--- config.mk ---
export PLATFORM = sky130hd
export DESIGN_NAME = fsir_ram
export DESIGN_NICKNAME = d
export VERILOG_FILES = /design/src/sv/fsir_ram.sv
export SDC_FILE = /design/constraint.sdc
export NUM_CORES = 1
export LEC_CHECK = 0
export BUFFER_PORTS_ARGS = -buffer_cell sky130_fd_sc_hd__buf_2
export CELL_PAD_IN_SITES_DETAIL_PLACEMENT = 2
export CELL_PAD_IN_SITES_GLOBAL_PLACEMENT = 2
export CORE_MARGIN = 5
export CORE_UTILIZATION = 40
export DETAILED_ROUTE_END_ITERATION = 6
export GPL_TIMING_DRIVEN = 0
export PLACE_DENSITY_LB_ADDON = 0.1
export SYNTH_ARGS = -nofsm -noshare
export SYNTH_HDL_FRONTEND = slang
export SYNTH_SLANG_ARGS = --single-unit
--- constraint.sdc ---
create_clock -name clk -period 2.7 [get_ports clk]
set_clock_uncertainty 0.15 [all_clocks]
set_input_delay 0.675 -clock clk [delete_from_list [all_inputs] [get_ports clk]]
set_output_delay 0.675 -clock clk [all_outputs]
set_load 0.03 [all_outputs]
--- src/sv/fsir_ram.sv ---
module fsir_ram #(
    parameter int WIDTH = 8,
    parameter int DEPTH = 16
) (
    input  logic                     clk,
    input  logic                     we,
    input  logic [$clog2(DEPTH)-1:0] waddr,
    input  logic [WIDTH-1:0]         wdata,
    input  logic [$clog2(DEPTH)-1:0] raddr,
    output logic [WIDTH-1:0]         rdata
);

    logic [WIDTH-1:0] mem [DEPTH];

    always_ff @(posedge clk)
    begin
        if (we)
        begin
            mem[waddr] <= wdata;
        end
        rdata <= mem[raddr];
    end

endmodule

After elaboration in Yosys (flattened, before gate mapping):

Memory sizes are Yosys's and may differ from the RTL's. A register that Yosys moved wholly into a read port is not among the register bits.
Index checks and enable logic that the tools add are counted.

* RAM bits: 128
* memories kept: 1
* word-level logic and storage cells: 3
* output and inout bits: 8
* register bits after elaboration: 0

* multiplexer cells: 2

Memory list
* mem: words 16, width 8, rd ports 1, clocked after Yosys merged registers in 1, wr ports 1, RTL line 13 `logic [WIDTH-1:0] mem [DEPTH];`

Operators by type and width (count)
* $mux W1: 2

Logic depth before layout (Yosys ltp):

Gate-level depths: netlist of the first run.

* word-level depth: 2
* depth in mapped cells: 5

Least setup slack after synthesis of the first run:

No wires, ideal clock.

* path kind: input-to-reg
* start point: input port waddr[2]
* end point: memory mem[0][0] (enable)
* stages: 2
* arrival time: 1785 ps
* library setup time: 383 ps
* required time: 2167 ps
* path slack: 382 ps
* cell sequence: or3b_2 > nor3_1

RTL lines
* start: declaration: RTL line 7 `input logic [$clog2(DEPTH)-1:0] waddr,`
* end: declaration: RTL line 13

Straight into the memory's write port.

Final worst setup path of the first run:

* start point: input port waddr[3]
* end point: memory mem[4][0] (enable)

Straight into the memory's write port.

==> impl.org, run 1 <==
** Run status
- Run status :: finished clean

** Pwr
- The analysis attributes to net switching a power of 0.000969 W.
- Total power after layout :: 0.00469 W
- The worst-case IR drop observed on VDD is 0.434 mV.
- Share of total power in sequential cells :: 0.506
- Dividing total power by cell area gives a power density of around 780 mW/mm².
- Internal Dissipation :: 0.00372 W
- Of the total power, combinational logic draws 0.056.
- Clock Power Share :: 0.438
- Of the total power, the share spent switching nets is 0.207.
- Summed over all cells, the static leakage comes to 2.00 nW.

** Setup path
- R2R Path Start :: mem[5][1]
- Crit path max fanout :: 8
- Worst setup EP type :: register
- Measured in cells, the most critical reg-to-reg path has a length of 3.
- Slowest-stage cell, CP :: sky130_fd_sc_hd__nor3_1
- Worst path max stage delay :: around 1.0 ns
- The worst setup path is launched from an input port.
- STA puts the critical path data required time at between 2 and 3 ns.
- Setup slack on the worst reg-to-reg path comes out at ~1.1 ns.
- The critical path is of the input port to register type.
- The critical path goes through buf_2 -> nand3b_1 -> nor3_1.
- Arrival time reported for the critical path endpoint :: 2.06 ns
- The endpoint identified for the worst register-to-register timing path is rdata[1].
- Startpoint of the most critical setup path :: waddr[3]

** Die
- In this run the standard cell core region covers roughly 0.013 mm².
- Chip height :: 123 µm
- Number of top-level pins :: 26
- Measured along the x axis, the die boundary spans 123 µm.
- Initial standard-cell utilization of the core :: 0.408
- Floorplan die area :: 0.0152 mm²
- Placement Rows :: 41

** Detailed routing
- For this run, the detailed router's first-pass iteration total came to 4.
- For this run, design rule violations remaining after detail routing come to 0.
- The final layout contains routed wiring with a total length of 11.6 mm.
- The detail route stage leaves a number of antenna-violating nets equal to 0.
- In the routed layout, each cell is associated on average with a via count of 5.23.
- The final route contains 2389 vias.
- Routed len/inst :: between 20 and 30 µm
- After the first detailed-routing iteration, the DRC count stood at approximately 120.

** Hold path
- In this run the most critical hold path is launched from wdata[5].
- Min-Delay Endpoint :: mem[9][5]
- Counting instances, the worst hold path has a depth of 1.
- In this run the worst hold path is classified as input port to register.

** Synthesis
- Synthesized-area fraction occupied by ao, oa, aoi and oai cells :: 0.0233
- Flops & latches, synth :: 136
- Yosys warning total :: 0
- The portion of synthesized area spent on multiplexers is 0.150.
- Cell variety after synth :: 19
- Dominant combinational cell family by area after synthesis :: multiplexers
- Most instantiated library cell after synthesis :: sky130_fd_sc_hd__edfxtp_1
- Post-synth net total :: 247
- Commonest cells in the synthesized netlist :: 128 x sky130_fd_sc_hd__edfxtp_1, 18 x sky130_fd_sc_hd__mux4_2, 16 x sky130_fd_sc_hd__a22oi_1, 14 x sky130_fd_sc_hd__mux4_1, 13 x sky130_fd_sc_hd__nor2_1
- Of the total synthesized cell area, the portion taken by full adders, half adders and majority gates is 0.
- The synthesized design spends more area on one cell type than any other, namely sky130_fd_sc_hd__edfxtp_1.
- Gate Count Post-Synth :: 229
- Sequential element share of the synthesized area :: 0.778
- After synthesis, the cell types taking the most area are sky130_fd_sc_hd__edfxtp_1 75%, sky130_fd_sc_hd__mux4_2 7.9%, sky130_fd_sc_hd__mux4_1 7.1%.
- Synth Cell Area :: ~0.0051 mm²
- Post-Synth Simple-Gate Area :: 0.0318
- The share of synthesized area in the top cell type comes to 0.747.
- Counting flops with a built-in enable in the synthesized netlist gives 128.
- Parity-gate share of the synthesized area counting xor and xnor cells :: 0
- In the synthesized netlist the dominant register cell turns out to be sky130_fd_sc_hd__edfxtp_1.
- Average cell area after synthesis :: 22.5 µm²
- After synthesis, the share of flip-flops with an asynchronous set or reset is 0.

** Clocking
- Postcts setup bufs :: 0
- Reg clk slew, reported paths :: 0.06 ns
- TritonCTS built the clock tree.
- In this run the deepest clock path goes through 2 buffers.
- Clock tree root driver cell :: sky130_fd_sc_hd__clkbuf_16
- Source-to-sink clock delay at the later pin of the worst-skew pair :: 0.42 ns
- Number of buffers added by the clock tree synthesis step :: 17
- Cts repair resizes :: 0
- Number of buffers added to fix hold violations after cts :: 0
- The tree built by TritonCTS fans out to 136 sinks.
- H-tree depth reported by CTS :: 4

** GRT
- Global routing finished with a remaining overflow of 0.
- In the global route stage, overall resource usage came out at 0.166.
- Entering global routing, the biggest net connects 17 pins.
- Global-route wire length before repair :: 17.0 mm
- Vias in the first global route :: 2594
- The initial antenna violation count was 0.

** STA
- Setup repair after global routing left no endpoint under its margin.
- Dividing the final minimum period by the clock period gives 0.807.
- The number of max-slew violations in the final report came to 0.
- For the pin with the worst max-slew slack, the measured transition is about 1.3 ns.
- Final setup violation count :: 0
- Max Clock Freq :: roughly 460 MHz
- Tightest slew margin relative to the limit :: 0.120
- The routed design could run at a clock period as short as 2.18 ns.
- WHS :: 0.506 ns
- The final hold violation count came to 0.

** Cells and area
- Storage element area :: 0.00400 mm²
- Area overhead of the layout relative to synthesis :: 16.9%
- Finished Core Util :: 0.477
- Counting the fill cells in the layout gives 1144.
- The final layout contains 290 nets.
- 0 antenna diodes ended up in the layout.
- Non-filler cells, final :: 457
- Multi-input gate area in the final layout :: around 0.0011 mm²
- In the final layout, the share of cells above drive strength 1 is 0.281.
- The finished cells cover 0.00602 mm².

** Place
- Number of buffers inserted by port buffering :: 24
- After detailed placement, the design holds a cell count of 425.
- Half-perimeter wire length after detailed placement :: roughly 7.5 mm
- RePlAce Congestion :: 0.669
- In this run the cell area measured after placement is approximately 0.0055 mm².

** Job
- Max-cap violations in this run came to 0.
cell families (layout without fill, tap and decap cells):
family / Yosys count / count (layout)
AO/OA/AOI/OAI: 16 / 16
flip-flops: 136 / 136
AND/OR/NAND/NOR: 35 / 35
buffers and inverters: 10 / 66
multiplexers: 32 / 32
stage by stage:
step | setup WS [ns] | setup TNS [ns]
floorplan | 0.382 | 0
global placement | -0.321 | -2.56
global route | 0.431 | 0
CTS | 0.359 | 0
finish | 0.521 | 0
detailed placement | -0.0744 | -0.591
cells in the final DEF (no fill, tap or decap):
cell                                n
sky130_fd_sc_hd__a22oi_1           16
sky130_fd_sc_hd__and2_1             1
sky130_fd_sc_hd__and2b_1            1
sky130_fd_sc_hd__buf_2             27
sky130_fd_sc_hd__buf_4              1
sky130_fd_sc_hd__buf_6              3
sky130_fd_sc_hd__clkbuf_1           7
sky130_fd_sc_hd__clkbuf_16         17
sky130_fd_sc_hd__clkbuf_8           4
sky130_fd_sc_hd__clkdlybuf4s25_2    3
sky130_fd_sc_hd__clkinv_2           4
sky130_fd_sc_hd__dfxtp_1            8
sky130_fd_sc_hd__edfxtp_1         128
sky130_fd_sc_hd__mux4_1            14
sky130_fd_sc_hd__mux4_2            18
sky130_fd_sc_hd__nand2_1            9
sky130_fd_sc_hd__nand2b_1           2
sky130_fd_sc_hd__nand3_1            1
sky130_fd_sc_hd__nand3b_1           2
sky130_fd_sc_hd__nor2_1            13
sky130_fd_sc_hd__nor2b_1            1
sky130_fd_sc_hd__nor3_1             2
sky130_fd_sc_hd__nor3_2             2
sky130_fd_sc_hd__or3b_2             1
layout make-up:
type | count | share of cell area
flip-flops and latches | 136 | 0.665
multi-input cells | 83 | 0.177
clock buffers | 28 | 0.0842
well taps | 172 | 0.0358
repair buffers | 24 | 0.0200
plain buffers | 10 | 0.0143
clock inverters | 4 | 0.00333
critical path, delay by kind of cell:
family | cells | cell delay [ns]
buffers and inverters | 1 | 0.12
AND/OR/NAND/NOR | 2 | 1.26
power by group through the flow:
stage | clock, W | sequential [W] | combinational (W)
after floorplan | 0 | 0.00244 | 0.000120
after global placement | 0 | 0.00241 | 0.000257
after detailed placement | 0 | 0.00242 | 0.000265
after CTS | 0.00210 | 0.00237 | 0.000266
after global routing | 0.00220 | 0.00238 | 0.000279
final | 0.00205 | 0.00237 | 0.000261
state kept, by name, indices dropped and copies added (netlist names):
register	cells
mem	128
rdata	8
worst max path at each step:
stage	end	slack, ns	cells past startpoint
final	mem[4][0]	0.52	3
after floorplan	mem[0][0]	0.38	2
after global placement	mem[0][1]	-0.32	3
after global routing	mem[4][7]	0.43	3
after CTS	mem[8][2]	0.36	3
after detailed placement	mem[8][2]	-0.07	3
metal layers:
metal | vias to the layer above | GRT usage | part of all wire
li1 | 1061 | - | -
met1 | 1259 | 0.241 | 0.48
met2 | 57 | 0.242 | 0.47
met3 | 12 | 0.0407 | 0.038
met4 | 0 | 0.0644 | 0.013
met5 | - | 0 | 0
(Power assumes the default switching activity.)
==> run 2, diff against run 1 <==
--- a/config.mk
+++ b/config.mk
@@ -5,6 +5,7 @@
 export SDC_FILE = /design/constraint.sdc
 export NUM_CORES = 1
 export LEC_CHECK = 0
+export ABC_AREA = 1
 export BUFFER_PORTS_ARGS = -buffer_cell sky130_fd_sc_hd__buf_2
 export CELL_PAD_IN_SITES_DETAIL_PLACEMENT = 2
 export CELL_PAD_IN_SITES_GLOBAL_PLACEMENT = 2
==> constraint.sdc (replaced) <==
create_clock -name clk -period 2.1 [get_ports clk]
set_clock_uncertainty 0.15 [all_clocks]
set_input_delay 0.525 -clock clk [delete_from_list [all_inputs] [get_ports clk]]
set_output_delay 0.525 -clock clk [all_outputs]
set_load 0.03 [all_outputs]
==> impl.org, run 2 <==
** Setup path
- The maximum net fanout on the critical path came to 8 (unchanged).
- The highest-delay cell along the critical path is sky130_fd_sc_hd__nor2_1 (was sky130_fd_sc_hd__nor3_1).
- The minimum setup slack among reg-to-reg paths is 0.85 ns (was 1.09 ns).
- Worst setup EP type :: register (unchanged)
- Cells on worst reg2reg path :: 6 (was 3)
- The kind of critical path was input port to register (unchanged).
- Critical Path Source Type :: input port (unchanged)
- Required time at the endpoint of the critical path :: 1.99 ns (was 2.58 ns)
- Arrival time reported for the critical path endpoint :: 1.75 ns (was 2.06 ns)
- Destination of the worst register-to-register timing path :: rdata[1] (unchanged)
- R2R Path Start :: mem[11][1] (was mem[5][1])
- Worst path max stage delay :: 0.88 ns (was 1.02 ns)
- Worst path cell trace :: buf_2 -> nand3b_1 -> nor2_1 (was buf_2 -> nand3b_1 -> nor3_1)

** Hold path
- The worst hold path startpoint was raddr[2] (was wdata[5]).
- The cell depth of the worst hold path is 4 (was 1).
- The endpoint of the worst hold path was rdata[4] (was mem[9][5]).
- The kind of path behind the tightest hold check was input port to register (unchanged).

** STA
- The slew at the pin closest to its max-slew limit was 1.13 ns (was 1.31 ns).
- Max Clock Freq :: 539 MHz
- Final total negative setup slack :: 0 ns (unchanged)
- Minimum clock period :: 1.85 ns
- The number of max-slew violations in the final report is 0 (unchanged).
- The total of endpoints with negative setup slack in the final report came to 0 (unchanged).
- The worst slew margin relative to its limit is 0.242 (was 0.120).
- The final hold violation count is 0 (unchanged).
- RSZ-0062 raised after global routing :: no (unchanged)
- Post-route clock period utilization :: 0.883

** Clocking
- Clock tree root driver cell :: sky130_fd_sc_hd__clkbuf_16 (unchanged)
- Sink count of the clock tree :: 136 (unchanged)
- Reg clk slew, reported paths :: 0.06 ns (about the same)
- The latest clock arrival within the worst-skew pair is 0.42 ns (about the same).
- Clock tree from TritonCTS :: yes (unchanged)
- The number of clock buffers inserted by TritonCTS is 17 (unchanged).
- Postcts setup bufs :: 0 (unchanged)
- The number of buffers on the longest clock path came to 2 (unchanged).
- Number of buffers added to fix hold violations after cts :: 0 (unchanged)
- Cts repair resizes :: 0 (unchanged)
- H-tree depth reported by CTS :: 4 (unchanged)

** Synthesis
- The simple-gate share of the synthesized area was 0.210 (was 0.0318).
- The number of warnings issued by yosys was 0 (unchanged).
- Area share of the leading cell type in the synthesized netlist :: 0.667 (was 0.747)
- Parity-gate share of the synthesized area counting xor and xnor cells :: 0 (unchanged)
- Dominant cells by area after synthesis :: sky130_fd_sc_hd__edfxtp_1 67%, sky130_fd_sc_hd__nand2_1 11%, sky130_fd_sc_hd__nand3_1 8.4% (was sky130_fd_sc_hd__edfxtp_1 75%, sky130_fd_sc_hd__mux4_2 7.9%, sky130_fd_sc_hd__mux4_1 7.1%)
- Cell variety after synth :: 12 (was 19)
- Synth async-reset ratio :: 0 (unchanged)
- The number of storage elements in the synthesis netlist came to 136 (unchanged).
- The share of the synthesized area in compound gates (AO/OA/AOI/OAI) is 0 (was 0.0233).
- The post-synthesis net count is 569 (was 247).
- The mux contribution to synthesized area came to 0 (was 0.150).
- Synth Cell Area :: 0.00577 mm² (was 0.00515 mm²)
- Top FF cell, synth :: sky130_fd_sc_hd__edfxtp_1 (unchanged)
- The synthesized-area fraction occupied by adder cells is 0 (unchanged).
- The combinational family with the most area after synthesis is simple AND/OR/NAND/NOR gates (was multiplexers).
- The cell with the most instances after synthesis is sky130_fd_sc_hd__nand2_1 (was sky130_fd_sc_hd__edfxtp_1).
- Gate Count Post-Synth :: 551 (was 229)
- The post-synthesis cell type with the largest combined area is sky130_fd_sc_hd__edfxtp_1 (unchanged).
- Average cell area after synthesis :: 10.5 µm² (was 22.5 µm²)
- The share of the yosys chip area belonging to registers was 0.694 (was 0.778).
- Number of enable flip-flop cells after synthesis :: 128 (unchanged)
- Commonest cells in the synthesized netlist :: 173 x sky130_fd_sc_hd__nand2_1, 128 x sky130_fd_sc_hd__edfxtp_1, 100 x sky130_fd_sc_hd__inv_1, 97 x sky130_fd_sc_hd__nand3_1, 17 x sky130_fd_sc_hd__nor2_1 (was 128 x sky130_fd_sc_hd__edfxtp_1, 18 x sky130_fd_sc_hd__mux4_2, 16 x sky130_fd_sc_hd__a22oi_1, 14 x sky130_fd_sc_hd__mux4_1, 13 x sky130_fd_sc_hd__nor2_1)

** Place
- The instance count after placement with tap cells included is 753 (was 425).
- The global placer's final weighted congestion is 0.768 (was 0.669).
- The number of buffers inserted by port buffering came to 22 (was 24).
- The HPWL reported at the end of detailed placement is 12.2 mm (was 7.50 mm).
- Post-placement cell area :: 0.00610 mm² (was 0.00549 mm²)

** Die
- The floorplan die height came to 130 µm (was 123 µm).
- The floorplan die area came to 0.0169 mm² (was 0.0152 mm²).
- The number of placement rows is 43 (was 41).
- Initial standard-cell utilization of the core :: 0.412 (was 0.408)
- The width of the chip was 130 µm (was 123 µm).
- The number of top-level pins is 26 (unchanged).
- Core Region :: 0.0140 mm² (was 0.0126 mm²)

** Pwr
- The net load switching power is 0.00150 W (was 0.000969 W).
- The internal portion of total power is 0.00507 W (was 0.00372 W).
- The part of the power in the clock network was 0.465 (was 0.438).
- Share of total power in sequential cells :: 0.465 (was 0.506)
- The worst supply voltage drop on vdd came to 0.461 mV (was 0.434 mV).
- Leakage power summed over all cells :: 2.91 nW (was 2.00 nW)
- The part of the total power dissipated in combinational logic was 0.071 (was 0.056).
- Switching share of power :: 0.228 (was 0.207)
- Total power after layout :: 0.00657 W (was 0.00469 W)
- The power density of the placed cells is 979 mW/mm² (was 779 mW/mm²).

** Job
- Max-cap violation count :: 0 (unchanged)

** Detailed routing
- The total length of routed wires came to 18.5 mm (was 11.6 mm).
- ANT nets after route :: 0 (unchanged)
- DR DRC count :: 0 (unchanged)
- The total via count after detailed routing was 4071 (was 2389).
- Initial detailed-routing violation count :: 247 (was 116)
- The number of iterations in the first detailed-routing pass came to 5 (was 4).
- Routed len/inst :: 23.5 µm (was 25.3 µm)
- Number of vias per cell :: 5.19 (was 5.23)

** Cells and area
- Most flops, register :: mem (unchanged)
- Final nets :: 610 (was 290)
- The flip-flop count of the largest register, all copies and words added is 128 (unchanged).
- Commonest non-fill, non-tap cell in the layout :: sky130_fd_sc_hd__nand2_1 (was sky130_fd_sc_hd__edfxtp_1)
- Summed area of non-filler cells in the final layout :: 0.00671 mm² (was 0.00602 mm²)
- Share of final-layout standard cells stronger than drive strength 1 :: 0.131 (was 0.281)
- Most used cells in the layout excluding fill and tap cells: 173 x sky130_fd_sc_hd__nand2_1, 128 x sky130_fd_sc_hd__edfxtp_1, 100 x sky130_fd_sc_hd__inv_1, 97 x sky130_fd_sc_hd__nand3_1, 35 x sky130_fd_sc_hd__buf_2 (was 128 x sky130_fd_sc_hd__edfxtp_1, 27 x sky130_fd_sc_hd__buf_2, 18 x sky130_fd_sc_hd__mux4_2, 17 x sky130_fd_sc_hd__clkbuf_16, 16 x sky130_fd_sc_hd__a22oi_1).
- The final antenna diode count is 0 (unchanged).
- Largest regs :: mem: 128 flops, rdata: 8 flops (unchanged)
- The number of standard cells in the final layout excluding fillers came to 785 (was 457).
- The growth of design area from synthesis to finish is 16.3% (was 16.9%).

** Run status
- Run status :: finished clean (unchanged)

** GRT
- Pin count of the biggest net entering global routing :: 17 (unchanged)
- Total routing resource utilization after global routing :: 0.236 (was 0.166)
- Global-route wire length before repair :: 28.2 mm (was 17.0 mm)
- Vias in the first global route :: 4579 (was 2594)
- Grt ovf :: 0 (unchanged)
- Number of antenna violations at the first check in global routing :: 0 (unchanged)
-- run 2: cell count changes after synthesis, moves of 3 or more --
cell,before,now
sky130_fd_sc_hd__buf_4,1,4
sky130_fd_sc_hd__buf_6,3,6
sky130_fd_sc_hd__a22oi_1,16,0
sky130_fd_sc_hd__buf_2,3,13
sky130_fd_sc_hd__nand3_1,1,97
sky130_fd_sc_hd__clkdlybuf4s25_2,3,0
sky130_fd_sc_hd__inv_1,0,100
sky130_fd_sc_hd__nand2_1,9,173
sky130_fd_sc_hd__mux4_2,18,0
sky130_fd_sc_hd__nor2_1,13,17
sky130_fd_sc_hd__nor3_1,4,0
sky130_fd_sc_hd__mux4_1,14,0
-- run 2: cell families (layout without fill, tap and decap cells) --
kind of cell	Yosys count	after routing
flops	136	136
simple gates	289	289
buf+inv	126	180
-- run 2: final cells by class --
| cell class | count | area, µm² |
|---|---|---|
| clock buffer | 19 | 453 |
| sequential | 136 | 4000 |
| multi-input combinational | 289 | 1210 |
| clock inverter | 13 | 153 |
| buffer | 24 | 166 |
| tap | 180 | 225 |
| inverter | 102 | 383 |
| timing repair buffer | 22 | 110 |
| fill | 1452 | 7280 |
-- run 2: stage by stage --
step	hold slack (ns)	setup WS, ns	utilization
5_1_grt	0.389	0.196	0.480
2_1_floorplan	0.457	0.474	-
3_5_place_dp	0.551	-0.215	0.436
4_1_cts	0.381	0.234	0.480
6_report	0.392	0.245	0.480
3_3_place_gp	0.536	-0.176	0.436
-- run 2: worst max-delay path by stage --
stage / cells after the start / startpoint / to
2_1_floorplan: 2 / waddr[2] / mem[10][0]
3_3_place_gp: 3 / waddr[3] / mem[4][0]
3_5_place_dp: 3 / waddr[3] / mem[5][0]
4_1_cts: 3 / waddr[3] / mem[5][0]
5_1_grt: 4 / waddr[1] / mem[5][0]
6_report: 3 / waddr[3] / mem[5][0]
-- run 2: metal layers --
layer  part of all wire  vias to the layer above  wire, µm  GRT usage
met3              0.040                       25       742     0.0413
met1               0.45                     2083      8230      0.310
met2               0.49                       98      9030      0.394
met4              0.026                        0       474     0.0886
met5                  0                        -         0          0
li1                   -                     1865         -          -
-- run 2: power by group through the flow --
stage	Sequential, W	Clock [W]	Combinational, W
floorplan	0.00314	0	0.000214
global placement	0.00310	0	0.000441
detailed placement	0.00311	0	0.000463
CTS	0.00305	0.00309	0.000472
global route	0.00306	0.00322	0.000506
finish	0.00305	0.00305	0.000464
-- run 2: worst max-delay path, delay by kind of cell --
family        cells  cell delay, ns
simple gates      2            1.10
buf+inv           1            0.12
==> run 3, diff against run 2 <==
--- a/config.mk
+++ b/config.mk
@@ -6,14 +6,15 @@
 export NUM_CORES = 1
 export LEC_CHECK = 0
 export ABC_AREA = 1
-export BUFFER_PORTS_ARGS = -buffer_cell sky130_fd_sc_hd__buf_2
+export BUFFER_PORTS_ARGS = -buffer_cell sky130_fd_sc_hd__clkbuf_2
 export CELL_PAD_IN_SITES_DETAIL_PLACEMENT = 2
 export CELL_PAD_IN_SITES_GLOBAL_PLACEMENT = 2
 export CORE_MARGIN = 5
 export CORE_UTILIZATION = 40
+export CTS_BUF_LIST = sky130_fd_sc_hd__clkbuf_4 sky130_fd_sc_hd__clkbuf_8
 export DETAILED_ROUTE_END_ITERATION = 6
 export GPL_TIMING_DRIVEN = 0
-export PLACE_DENSITY_LB_ADDON = 0.1
+export PLACE_DENSITY = 0.88
 export SYNTH_ARGS = -nofsm -noshare
 export SYNTH_HDL_FRONTEND = slang
 export SYNTH_SLANG_ARGS = --single-unit
==> impl.org, run 3 (synthesis results as in run 2) <==
** STA
- RSZ-0062 raised after global routing: no (unchanged).
- The share of the cycle needed by the critical path after routing is 0.874 (was 0.883).
- Tightest slew margin relative to the limit :: 0.269 (was 0.242)
- The final hold violation count was 0 (unchanged).
- WHS :: 0.381 ns (was 0.392 ns)
- The highest attainable clock frequency was 545 MHz (was 539 MHz).
- Final-report max-slew violation count :: 0 (unchanged)
- Final setup violation count :: 0 (unchanged)
- The time the final worst path needs with I/O delays and setup was 1.84 ns (was 1.85 ns).
- The slew at the pin closest to its max-slew limit is 1.09 ns (was 1.13 ns).

** Detailed routing
- First-pass iteration count of the detailed router :: 5 (unchanged)
- Routed len/inst :: 25.1 µm (was 23.5 µm)
- The mean number of vias per cell came to 5.32 (was 5.19).
- ANT nets after route :: 0 (unchanged)
- The remaining routing DRC violations is 0 (unchanged).
- Total wire length :: 19.7 mm (was 18.5 mm)
- Initial detailed-routing violation count :: 463 (was 247)
- The total via count after detailed routing is 4176 (was 4071).

** Setup path
- Startpoint of the most critical setup path :: waddr[3] (unchanged)
- The reg-to-reg startpoint was mem[10][2] (was mem[11][1]).
- Worst path max stage delay :: 0.87 ns (was 0.88 ns)
- The capturing point of the worst reg2reg path is rdata[2] (was rdata[1]).
- Slowest-stage cell, CP :: sky130_fd_sc_hd__nor2_1 (unchanged)
- Worst path cell trace: clkbuf_2 -> nand3b_1 -> nor2_1 (was buf_2 -> nand3b_1 -> nor2_1).
- The minimum setup slack among reg-to-reg paths is 0.75 ns (was 0.85 ns).
- Cells on worst reg2reg path :: 6 (unchanged)
- Crit path max fanout :: 8 (unchanged)
- Critical Path Source Type :: input port (unchanged)
- Critical path class :: input port to register (unchanged)
- Arrival time reported for the critical path endpoint :: 1.77 ns (was 1.75 ns)
- Required time at the endpoint of the critical path :: 2.03 ns (was 1.99 ns)
- Worst setup EP type :: register (unchanged)

** GRT
- Pin count of the biggest net entering global routing :: 17 (unchanged)
- The remaining global-route overflow was 0 (unchanged).
- The first-pass GRT wire length came to 29.7 mm (was 28.2 mm).
- Number of antenna violations at the first check in global routing :: 0 (unchanged)
- Total routing resource utilization after global routing :: 0.248 (was 0.236)
- Vias in the first global route :: 4759 (was 4579)

** Pwr
- Clock Power Share :: 0.400 (was 0.465)
- Internal Dissipation :: 0.00444 W (was 0.00507 W)
- The register share of total power was 0.520 (was 0.465).
- The leakage power was 2.82 nW (was 2.91 nW).
- Comb power frac :: 0.081 (was 0.071)
- The power density of the placed cells is 900 mW/mm² (was 979 mW/mm²).
- The net load switching power came to 0.00144 W (was 0.00150 W).
- Worst ir drop on vdd :: 0.455 mV (was 0.461 mV)
- The proportion of total power due to net switching was 0.245 (was 0.228).

** Cells and area
- The growth of design area from synthesis to finish was 13.1% (was 16.3%).
- Non-filler cells, final :: 785 (unchanged)
- Largest regs: mem: 128 flops, rdata: 8 flops (unchanged).
- Most flops, register :: mem (unchanged)
- The utilization after layout was 0.466 (was 0.480).
- Number of flip-flops under the largest register name :: 128 (unchanged)
- Share of final-layout standard cells stronger than drive strength 1 :: 0.129 (was 0.131)
- The most common cell after layout, fill and taps aside was sky130_fd_sc_hd__nand2_1 (unchanged).
- Most used cells in the layout excluding fill and tap cells :: 173 x sky130_fd_sc_hd__nand2_1, 128 x sky130_fd_sc_hd__edfxtp_1, 100 x sky130_fd_sc_hd__inv_1, 97 x sky130_fd_sc_hd__nand3_1, 22 x sky130_fd_sc_hd__clkbuf_2 (was 173 x sky130_fd_sc_hd__nand2_1, 128 x sky130_fd_sc_hd__edfxtp_1, 100 x sky130_fd_sc_hd__inv_1, 97 x sky130_fd_sc_hd__nand3_1, 35 x sky130_fd_sc_hd__buf_2)
- Final nets :: 610 (unchanged)
- The final antenna diode count is 0 (unchanged).

** Clocking
- Clock tree root driver cell :: sky130_fd_sc_hd__clkbuf_8 (was sky130_fd_sc_hd__clkbuf_16)
- Postcts setup bufs :: 0 (unchanged)
- Reg clk slew, reported paths :: 0.08 ns (was 0.06 ns)
- The number of clock buffers inserted by TritonCTS was 17 (unchanged).
- Clock tree from TritonCTS :: yes (unchanged)
- The quantity of hold-fixing buffers added after cts is 0 (unchanged).
- Sink count of the clock tree :: 136 (unchanged)
- H-tree depth reported by CTS :: 4 (unchanged)
- The latest clock arrival within the worst-skew pair is 0.46 ns (was 0.42 ns).
- The number of buffers on the longest clock path is 2 (unchanged).
- The post-CTS resize count came to 0 (unchanged).

** Hold path
- Worst hold path stage count :: 4 (unchanged)
- The kind of path behind the tightest hold check is input port to register (unchanged).
- Min-Delay Endpoint :: rdata[3] (was rdata[4])
- Launch instance of the worst min-delay path :: raddr[2] (unchanged)

** Die
- The floorplan die area was 0.0169 mm² (unchanged).
- Placement Rows :: 43 (unchanged)
- The area of the core region is 0.0140 mm² (unchanged).
- Chip height :: 130 µm (unchanged)
- The initial standard-cell utilization of the core came to 0.412 (unchanged).
- The number of top-level pins is 26 (unchanged).
- Horiz. Die Dim :: 130 µm (unchanged)

** Run status
- Run status: finished clean (unchanged).

** Place
- RePlAce Congestion :: 0.773 (was 0.768)
- Half-perimeter wire length after detailed placement :: 12.6 mm (was 12.2 mm)
- DP Cell Count :: 753 (unchanged)
- The number of buffers inserted by port buffering was 22 (unchanged).

** Job
- Max-cap violation count :: 0 (unchanged)
-- run 3: changes by cell type in the layout (fill, tap and decap cells not counted) --
| cell | delta |
|---|---|
| sky130_fd_sc_hd__buf_2 | -22 |
| sky130_fd_sc_hd__clkbuf_2 | +22 |
| sky130_fd_sc_hd__clkbuf_16 | -17 |
| sky130_fd_sc_hd__clkbuf_8 | +15 |
| sky130_fd_sc_hd__clkinvlp_4 | +3 |
| sky130_fd_sc_hd__clkinv_2 | -2 |
| sky130_fd_sc_hd__clkinv_4 | -2 |
| sky130_fd_sc_hd__bufinv_16 | +1 |
| sky130_fd_sc_hd__clkbuf_4 | +1 |
| sky130_fd_sc_hd__clkinv_1 | +1 |
-- run 3: layout make-up --
type | instances | area (µm²)
inverters | 102 | 383
flip-flops and latches | 136 | 4000
fillers | 1462 | 7460
plain buffers | 24 | 166
well taps | 180 | 225
multi-input cells | 289 | 1210
clock buffers | 18 | 241
repair buffers | 22 | 110
clock inverters | 14 | 181
-- run 3: power by group through the flow --
stage               Combinational (W)  Sequential (W)  Clock (W)
finish                       0.000473         0.00305    0.00235
global placement             0.000423         0.00310          0
detailed placement           0.000454         0.00311          0
floorplan                    0.000214         0.00314          0
global route                 0.000505         0.00306    0.00250
CTS                          0.000472         0.00305    0.00237
-- run 3: routing by layer --
metal  wire length [µm]  GRT usage  part of all wire
met4                679      0.115             0.035
met1               7970      0.302              0.41
met2               9970      0.421              0.51
met5                  0          0                 0
met3               1050     0.0536             0.053
-- run 3: worst max-delay path, delay by kind of cell --
family / cells / cell delay (ns)
buf+inv: 1 / 0.11
simple gates: 2 / 1.12
-- run 3: stage by stage --
step,instance area [µm²],total power [W],setup WS (ns),setup TNS [ns]
after floorplan,5770,0.00336,0.474,0
after global placement,6100,0.00353,-0.0663,-1.58
after detailed placement,6100,0.00357,-0.203,-7.65
after CTS,6530,0.00589,0.287,0
after global routing,6530,0.00606,0.240,0
final,6530,0.00587,0.265,0
-- run 3: worst max path at each step --
stage                       to  slack, ns  cells after the start
finish               mem[4][3]       0.26                      3
floorplan           mem[10][0]       0.47                      2
global route         mem[4][0]       0.24                      3
detailed placement   mem[9][5]      -0.20                      3
CTS                  mem[9][5]       0.29                      3
global placement     mem[6][0]      -0.07                      3
